==> src/hw/rtl/fsat_pkg.sv <==
package fsat_pkg;

  // result status codes
  typedef enum logic [1:0] {
    ST_UPDATED = 2'd0,
    ST_CREATED = 2'd1,
    ST_SKIPPED = 2'd2,
    ST_FULL    = 2'd3
  } status_e;

  localparam logic [63:0] EPOCH_NONE = 64'hFFFF_FFFF_FFFF_FFFF;

  // input item: 257 bits, 256 on tdata and the create flag on tuser
  typedef struct packed {
    logic        create_if_absent;
    logic [31:0] total_byte_delta;
    logic [31:0] live_byte_delta;
    logic [31:0] total_key_delta;
    logic [31:0] live_key_delta;
    logic [63:0] expiry_epoch;
    logic [31:0] tstamp;
    logic [31:0] file_id;
  } item_t;

  // result item: 390 bits, padded to 392 on the bus
  typedef struct packed {
    logic [31:0] newest_stamp;
    logic [31:0] oldest_stamp;
    logic [63:0] earliest_expiry;
    logic [63:0] tbyte_cnt;
    logic [63:0] lbyte_cnt;
    logic [63:0] tkey_cnt;
    logic [63:0] lkey_cnt;
    logic [3:0]  slot;
    status_e     status;
  } result_t;

endpackage

==> src/hw/rtl/fsat_front.sv <==
// two-entry queue of accepted items
module fsat_front (
  input  logic                 clk_i,
  input  logic                 rst_ni,
  input  logic                 in_valid_i,
  output logic                 in_ready_o,
  input  fsat_pkg::item_t      in_item_i,
  output logic                 q_valid_o,
  input  logic                 q_ready_i,
  output fsat_pkg::item_t      q_item_o
);
  import fsat_pkg::*;

  // two-entry queue
  item_t      mem_q [2];
  logic       wr_q, rd_q, wr_d, rd_d;
  logic [1:0] cnt_q, cnt_d;
  logic       push, pop;

  assign in_ready_o = (cnt_q != 2'd2);
  assign q_valid_o  = (cnt_q != 2'd0);
  assign q_item_o   = mem_q[rd_q];
  assign push = in_valid_i && in_ready_o;
  assign pop  = q_valid_o && q_ready_i;

  always_comb begin
    wr_d  = push ? ~wr_q : wr_q;
    rd_d  = pop ? ~rd_q : rd_q;
    cnt_d = cnt_q + {1'b0, push} - {1'b0, pop};
  end

  always_ff @(posedge clk_i or negedge rst_ni) begin
    if (!rst_ni) begin
      wr_q  <= 1'b0;
      rd_q  <= 1'b0;
      cnt_q <= 2'd0;
    end else begin
      wr_q  <= wr_d;
      rd_q  <= rd_d;
      cnt_q <= cnt_d;
    end
  end

  always_ff @(posedge clk_i) begin
    if (push) begin
      mem_q[wr_q] <= in_item_i;
    end
  end
endmodule

==> config.mk <==
export PLATFORM = sky130hd
export DESIGN_NAME = fsat_front
export DESIGN_NICKNAME = d
export VERILOG_FILES = /design/src/hw/rtl/fsat_pkg.sv /design/src/hw/rtl/fsat_front.sv
export SDC_FILE = /design/constraint.sdc
export NUM_CORES = 1
export LEC_CHECK = 0
export BUFFER_PORTS_ARGS = -buffer_cell sky130_fd_sc_hd__buf_2
export CAP_MARGIN = 20
export CELL_PAD_IN_SITES_DETAIL_PLACEMENT = 1
export CELL_PAD_IN_SITES_GLOBAL_PLACEMENT = 2
export CORE_MARGIN = 10
export CORE_UTILIZATION = 42
export DETAILED_ROUTE_END_ITERATION = 8
export PLACE_DENSITY_LB_ADDON = 0.1
export SETUP_SLACK_MARGIN = 0.05
export SLEW_MARGIN = 20
export SYNTH_ARGS = -nofsm -noshare
export SYNTH_HDL_FRONTEND = slang
export SYNTH_SLANG_ARGS = --single-unit
export TNS_END_PERCENT = 20
==> constraint.sdc <==
create_clock -name clk_i -period 33.2 [get_ports clk_i]
set_input_delay 3.32 -clock clk_i [delete_from_list [all_inputs] [get_ports clk_i]]
set_output_delay 3.32 -clock clk_i [all_outputs]
set_load 0.02 [all_outputs]
Word level (Yosys, flattened, before mapping):

Memories as Yosys holds them, arrays and structs flattened.
Index checks and enable logic that the tools add are counted.

* register bits after elaboration: 4
* latch bits: 0
* RAM bits: 514
* ROM bits: 0
* input bits: 261
* output and inout port bits: 259
* word-level logic and storage cells: 14
* memories kept: 1

Memories
* mem_q: words 2, bits a word 257, read ports 1, clocked after memory_dff 0, write ports 1, line fsat_front.sv:15 `item_t mem_q [2];`

* $add $sub $neg: 2
* $mul: 0
* divide/modulo/power cells: 0
* magnitude comparators: 0
* eq/ne operators: 1
* shift operators: 0
* mux-type cells: 2
* bitwise operators: 2
* reduce and logical (&&, ||, !) cells: 3

Operator list (count)
* 2-bit by 1-bit adder with 2-bit output: 1
* 1-bit logical AND: 2
* 1-bit two-way mux: 2
* 2-bit inequality test, second input constant: 1
* 1-bit inverter: 2
* 2-bit nonzero test: 1
* 2-bit by 1-bit subtractor with 2-bit output: 1

Logic depth before layout (Yosys ltp):

Gate-level depths: netlist (run 1).

* depth after elaboration: 4
* gate-level depth with buffers: 7

Worst setup path before layout (run 1):

No wires, ideal clock.

* kind: input to register
* start point: input in_valid_i
* end point: memory mem_q[0][0] in the netlist's numbering, enable pin
* library setup time: 0.880 ns
* arrival: 14.065 ns
* slack: 18.255 ns
* stages: 2
* buffers on the path: 0
* path through: nand2_1 > nor2_1

* cells in the longest elaborated chain, start to end: 3

Ends and longest elaborated chain
* start, declared: line fsat_front.sv:5 `input logic in_valid_i,`
* 1-bit logical AND: line fsat_front.sv:23 `assign push = in_valid_i && in_ready_o;`
* 1-bit two-way mux: line fsat_front.sv:45 `if (push) begin`
* 1-bit two-way mux (not written as such): line fsat_front.sv:46 `mem_q[wr_q] <= in_item_i;`
* end, declared: line fsat_front.sv:15

Every way passes these cells.

==> impl_results.md, run 1 <==
* Status: complete, no violations
* Worst-case clock buffer depth at 3
* Maximum VDD drop at 0.0728 mV
* Synth cell types at 17
* Seq pwr share at 39.9%
* CP startpoint kind: flop
* Area after DPL at 22,700 sq um
* Max Clk Rate at 135 MHz
* RSZ-0062 raised after global routing: no
* Port-buffer cells at 519
* Internal at 1.61 mW
* Vias in the first global route at 10,689
* DRC viols at 0
* Worst setup EP type: output port
* Register bit total from synthesis at 518
* Final hold vios at 0
* CP cell instances: buf_4, buf_4, mux2_2, buf_2
* Yosys synthesis warning count at 0
* Clock power frac at 25.8%
* Mean post-synth cell area at 24.0 sq um
* Synth Cell Area at 19,600 sq um
* Per-cell routed wire length at 24.7 microns
* Die Width at 236 microns
* Htree depth at 2
* Drt first-iter violations at 655
* GRT Residual Overflow at 0
* Hpwl dp at 36,500 microns
* Total global-route track usage at 17.4%
* Vias per cell at 4.75
* Post-Syn Instances at 817
* Slowest-stage cell, CP: dfrtp_4
* Clock Sinks at 518
* Fin area at 24,600 sq um
* Resize count post-CTS at 0
* Arr. time, crit path at 4.07 ns
* Placer congestion estimate at 0.766
* Setup Viol. Count Final at 0
* Largest net degree at the start of global routing at 143
* Worst-path clk slew at 0.06 ns
* CTS Buf Count at 54
* Max_cap viols at 0
* Slew @ Worst Pin at 1.04 ns
* CTS Root Cell: clkbuf_16
* Fin crit period at 7.39 ns
* Worst Setup Path Type: flop to output port
* Setup bufs post-CTS at 0
* IO Count at 520
* Layout net count at 1,636
* Initial Utilization at 42.3%
* Site Rows at 79
* Share of cells above drive strength 1 at 61.1%
* Antenna-violating nets left at 0
* Static Leak at 9.70 nW
* Slew Limit Headroom at 30.4%
* Placed cells at 1,924
* Area growth, synth to finish at 25.5%
* Crit path largest cell delay at 1.11 ns
* Die ar. at 55,700 sq um
* PwrDens at 96.8 nW/um^2
* Core box area at 46,400 sq um
* Final Worst Setup Slack at 25.81 ns
* Top cell by count, worst path: buf_4
* Largest fanout on the critical path at 58
* Comb pwr share at 34.3%
* Slew Viols, Final at 0
* Total power draw at 2.38 mW
* Post-CTS Hold Fix Bufs at 0
* Chip Height at 236 microns
* Net Sw Frac at 32.5%
* Hold crit path type: flop to flop
* Setup TNS at 0 ns
* Final WL at 50,400 microns
* DR pass1 iterations at 4
* Clk Latency, worst-skew pair at 0.59 ns
* Global-route wire length before repair at 71,600 microns
* CTS tree: built
* Seq/Total Area, Yosys at 79.3%
* Psw at 0.774 mW
* Post-Layout Cell Count at 2,037
* Vias at 9,681
* Data required, critical path at 29.88 ns
* Layout Skew at 0.0231 ns
* Syn nets at 1,080
* Final Cycle Share at 22.3%
* Initial antenna violation count at 28
* Pre-CTS WS at 26.39 ns
[per-layer routing]
| layer | vias to the layer above | part of all wire (%) | track usage (%) |
|---|---|---|---|
| met3 | 86 | 12 | 8.73 |
| met5 | - | 0.36 | 0 |
| met1 | 4788 | 34 | 17.7 |
| li1 | 4406 | - | - |
| met2 | 373 | 51 | 30.3 |
| met4 | 28 | 2.3 | 5.75 |
[cells in the final DEF (no fill, tap or decap), drive strengths merged]
cell,Yosys,layout
and2,1,1
nor2,1,1
clkinv,0,17
ha,2,2
or2,1,1
dfrtp,4,4
inv,1,1
clkinvlp,0,4
clkbuf,0,71
edfxtp,514,514
diode,0,13
xnor2,3,3
mux2,257,257
bufinv,0,8
buf,29,529
nand2b,1,1
nand2,1,1
xor2,1,1
and3,1,1
[registers in the layout, summed over array words and instances, names as in the netlist]
signal  flops
wr_q        1
cnt_q       2
rd_q        1
mem_q     514
[metrics by stage]
stage | hold WS, ns | utilization (%)
3_3_place_gp | 0.501 | 49.1
6_report | 0.526 | 53.1
5_1_grt | 0.574 | 53.0
3_5_place_dp | 0.516 | 49.1
4_1_cts | 0.532 | 53.0
2_1_floorplan | 0.461 | -
[cell type report]
class                           instances  area (sq um)
Tap cell                              607           759
Sequential cell                       518         15500
Clock buffer                           71          1480
Antenna cell                           13          32.5
Clock inverter                         29           343
Multi-Input combinational cell        269          3750
Timing Repair Buffer                  529          2690
Inverter                                1          3.75
Fill cell                            4283         21800
[synth_stat cells, drive strengths merged]
library cell  instances  share of area, %
and2                  1             0.032
and3                  1             0.032
buf                  29               1.6
dfrtp                 4              0.51
edfxtp              514                79
ha                    2              0.13
inv                   1             0.019
mux2                257                19
nand2                 1             0.019
nand2b                1             0.032
nor2                  1             0.019
or2                   1             0.032
xnor2                 3              0.13
xor2                  1             0.045
[worst paths after layout]
path | cells past startpoint | slack [ns] | endpoint | start
min in group asynchronous | 1 | 2.53 | cnt_q[0]$_DFF_PN0_ | rst_ni
worst max-delay path | 4 | 25.81 | q_item_o[21] | rd_q$_DFFE_PN0P_
worst max register to register | 5 | 30.00 | mem_q[0][125]$_DFFE_PP_ | cnt_q[1]$_DFF_PN0_
max in group asynchronous | 1 | 30.52 | rd_q$_DFFE_PN0P_ | rst_ni
worst min-delay path | 1 | 0.53 | cnt_q[0]$_DFF_PN0_ | cnt_q[0]$_DFF_PN0_
worst min register to register | 1 | 0.53 | cnt_q[0]$_DFF_PN0_ | cnt_q[0]$_DFF_PN0_
[power groups by stage]
stage	clock network, mW	logic [mW]	registers (mW)
after floorplan	0	0.604	0.989
after global placement	0	0.833	0.958
after detailed placement	0	0.832	0.965
after CTS	0.634	0.835	0.952
after global routing	0.660	0.865	0.963
final	0.614	0.816	0.950
[worst max-delay path: cells and delay by family, from the launching register on]
family	cells	cell delay [ns]
buffers and inverters	3	1.82
DFF	1	1.11
muxes	1	0.42
[cells by family (layout without fill, tap and decap cells)]
| family | after synthesis | in the layout | synth area share, % |
|---|---|---|---|
| muxes | 257 | 257 | 18.6 |
| xor gates and xnor gates | 4 | 4 | 0.179 |
| adders and majority gates | 2 | 2 | 0.128 |
| buffers and inverters | 30 | 630 | 1.63 |
| and+or+nand+nor | 6 | 6 | 0.166 |
| other | 0 | 13 | 0 |
| DFF | 518 | 518 | 79.3 |
(Power assumes the default switching activity.)
==> run 2: changes to the inputs <==
- CORE_UTILIZATION: 42 -> 39
- clock period: 33.2 -> 7.7 ns (I/O delays scaled with it)
==> run 2 against run 1 <==
  * Clock power rose to 4.1 times the previous value
  * First-iteration DRC count shrank 31%
  * Count of clock-buffer cells in the layout is 4 higher
  * Combinational power rose to 4.4 times the previous value
  * Hold slack worse by 0.16 ns
  * Power increased to 4.3 times the previous value
  * Via count up 0.11%
  * Wire length grew 1.1%
  * Non-clock buffer count shrank 1
  * Critical path type unchanged
  * Largest cell class unchanged
==> impl_results.md, run 2 (synthesis gave the netlist of run 1 again) <==
* Placed cells at 1,987 (was 1,924)
* Multi-input gate area at 3750 sq um (unchanged)
* Slew Limit Headroom at 28.1% (was 30.4%)
* Vias per cell at 4.62 (was 4.75)
* Clock power frac at 24.8% (was 25.8%)
* Most flops, register: mem_q (unchanged)
* Die Width at 244 microns (was 236 microns)
* Maximum VDD drop at 0.323 mV (was 0.0728 mV)
* Final WL at 50,900 microns (was 50,400 microns)
* Comb pwr share at 35.4% (was 34.3%)
* Post-Layout Cell Count at 2,098 (was 2,037)
* Internal at 6.82 mW (was 1.61 mW)
* Worst-path clk slew at 0.06 ns (about the same)
* Fin crit period at 3.66 ns
* PwrDens at 413 nW/um^2 (was 96.8 nW/um^2)
* CTS Buf Count at 55 (was 54)
* Layout net count at 1,636 (unchanged)
* Worst Setup Path Type: flop to output port (unchanged)
* Slew Viols, Final at 0 (unchanged)
* Antenna-violating nets left at 0 (unchanged)
* Share of cells above drive strength 1 at 60.7% (was 61.1%)
* Slew @ Worst Pin at 1.08 ns (was 1.04 ns)
* Port-buffer cells at 519 (unchanged)
* Fillers at 4,729 (was 4,283)
* Site Rows at 82 (was 79)
* Global-route wire length before repair at 72,100 microns (was 71,600 microns)
* DR pass1 iterations at 4 (unchanged)
* Commonest non-fill, non-tap cell in the layout: buf_2 (unchanged)
* Max Clk Rate at 273 MHz
* Crit path capture: q_item_o[5] (was q_item_o[21])
* Hold crit path type: primary input to flop (was flop to flop)
* Final hold vios at 0 (unchanged)
* Total power draw at 10.2 mW (was 2.38 mW)
* Clk Latency, worst-skew pair at 0.59 ns (about the same)
* Seq pwr share at 39.8% (was 39.9%)
* Per-cell routed wire length at 24.3 microns (was 24.7 microns)
* Die ar. at 59,600 sq um (was 55,700 sq um)
* Psw at 3.34 mW (was 0.774 mW)
* Fin area at 24,600 sq um (about the same)
* Data required, critical path at 6.93 ns (was 29.88 ns)
* Static Leak at 9.67 nW (was 9.70 nW)
* Worst R2R Setup Slack at 4.85 ns (was 30.00 ns)
* Core box area at 50,000 sq um (was 46,400 sq um)
* Total global-route track usage at 16.4% (was 17.4%)
* Net Sw Frac at 32.8% (was 32.5%)
* Max_cap viols at 0 (unchanged)
* Layout Skew at 0.0124 ns (was 0.0231 ns)
* Placer congestion estimate at 0.757 (was 0.766)
* Worst-case clock buffer depth at 3 (unchanged)
* Setup bufs post-CTS at 0 (unchanged)
* Initial antenna violation count at 23 (was 28)
* Chip Height at 244 microns (was 236 microns)
* Arr. time, crit path at 2.89 ns (was 4.07 ns)
* CTS Root Cell: clkbuf_16 (unchanged)
* Pre-CTS WS at 4.49 ns (was 26.39 ns)
* Worst Hold Launch: in_item_i[20] (was cnt_q[0]$_DFF_PN0_)
* Worst setup EP type: output port (unchanged)
* CTS tree: built (unchanged)
* FF-to-FF Start: cnt_q[1]$_DFF_PN0_ (unchanged)
* Status: complete, no violations (unchanged)
* Clock Sinks at 518 (unchanged)
* Setup TNS at 0 ns (unchanged)
* Htree depth at 2 (unchanged)
* CP startpoint kind: flop (unchanged)
* Reg2reg end: mem_q[0][27]$_DFFE_PP_ (was mem_q[0][125]$_DFFE_PP_)
* Register area at 15,500 sq um (unchanged)
* Largest fanout on the critical path at 124 (was 58)
* Drt first-iter violations at 453 (was 655)
* Largest net degree at the start of global routing at 131 (was 143)
* Vias in the first global route at 10,562 (was 10,689)
* Hpwl dp at 36,300 microns (was 36,500 microns)
* Area after DPL at 22,800 sq um (was 22,700 sq um)
* Initial Utilization at 39.2% (was 42.3%)
* R2r worst-path depth at 5 (unchanged)
* DRC viols at 0 (unchanged)
* Area growth, synth to finish at 25.6% (was 25.5%)
* Critical Path Source: rd_q$_DFFE_PN0P_ (unchanged)
* Final Cycle Share at 47.5%
* Setup Viol. Count Final at 0 (unchanged)
* GRT Residual Overflow at 0 (unchanged)
* Max FFs per register at 514 (unchanged)
* Commonest non-fill, non-tap cells in the layout: buf_2 (519), edfxtp_1 (514), mux2_4 (201), clkbuf_16 (57), mux2_2 (56) (unchanged)
* Biggest regs: mem_q: 514 flops, cnt_q: 2 flops (unchanged)
* Vias at 9,692 (was 9,681)
* IO Count at 520 (unchanged)
* Final Worst Setup Slack at 4.04 ns (was 25.81 ns)
* RSZ-0062 raised after global routing: no (unchanged)
[run 2: cell types whose count changed in the layout (fill, tap and decap cells not counted), moves of 3 or more]
cell / change
clkinvlp_4: -3
bufinv_16: -4
buf_12: +3
buf_4: -4
[run 2: worst min-delay path by stage]
stage | end | slack [ns] | depth (start not counted)
2_1_floorplan | cnt_q[0]$_DFF_PN0_ | 0.47 | 0
3_3_place_gp | cnt_q[0]$_DFF_PN0_ | 0.50 | 1
3_5_place_dp | cnt_q[0]$_DFF_PN0_ | 0.52 | 1
4_1_cts | mem_q[1][242]$_DFFE_PP_ | 0.32 | 1
5_1_grt | mem_q[1][155]$_DFFE_PP_ | 0.33 | 1
6_report | mem_q[1][20]$_DFFE_PP_ | 0.36 | 1
[run 2: area by class of cell]
cell class | instances | share of cell area, %
inverter | 1 | 0.0153
sequential | 518 | 63.2
timing repair buffer | 528 | 11.0
antenna | 11 | 0.112
clock buffer | 75 | 6.15
tap | 672 | 3.42
multi-input combinational | 269 | 15.3
clock inverter | 24 | 0.844
[run 2: per-stage QoR]
stage | hold slack (ns) | util, %
2_1_floorplan | 0.474 | -
3_3_place_gp | 0.498 | 45.7
3_5_place_dp | 0.517 | 45.7
4_1_cts | 0.318 | 49.2
5_1_grt | 0.331 | 49.2
6_report | 0.364 | 49.2
[run 2: worst max-delay path, stage by stage, from the launching register on]
cell     delay [ns]
dfrtp_4        0.83
buf_12         0.57
mux2_2         0.43
buf_2          0.17
[run 2: timing repair]
action,4_1_cts,5_1_grt
gates resized for setup,0,0
hold buffers,1,0
endpoints found under the hold margin,4,0
[run 2: power by group through the flow]
| stage | registers, mW | logic [mW] | clock network (mW) |
|---|---|---|---|
| 2_1_floorplan | 4.15 | 2.61 | 0 |
| 3_3_place_gp | 4.07 | 3.68 | 0 |
| 3_5_place_dp | 4.11 | 3.67 | 0 |
| 4_1_cts | 4.05 | 3.68 | 2.61 |
| 5_1_grt | 4.11 | 3.80 | 2.72 |
| 6_report | 4.04 | 3.60 | 2.52 |
[run 2: per-layer routing]
metal	track usage (%)	vias up	part of all wire (%)
met5	0	-	0.24
met3	6.86	102	8.7
met4	5.84	22	3.2
met1	17.6	4842	36
met2	28.7	325	52
li1	-	4401	-
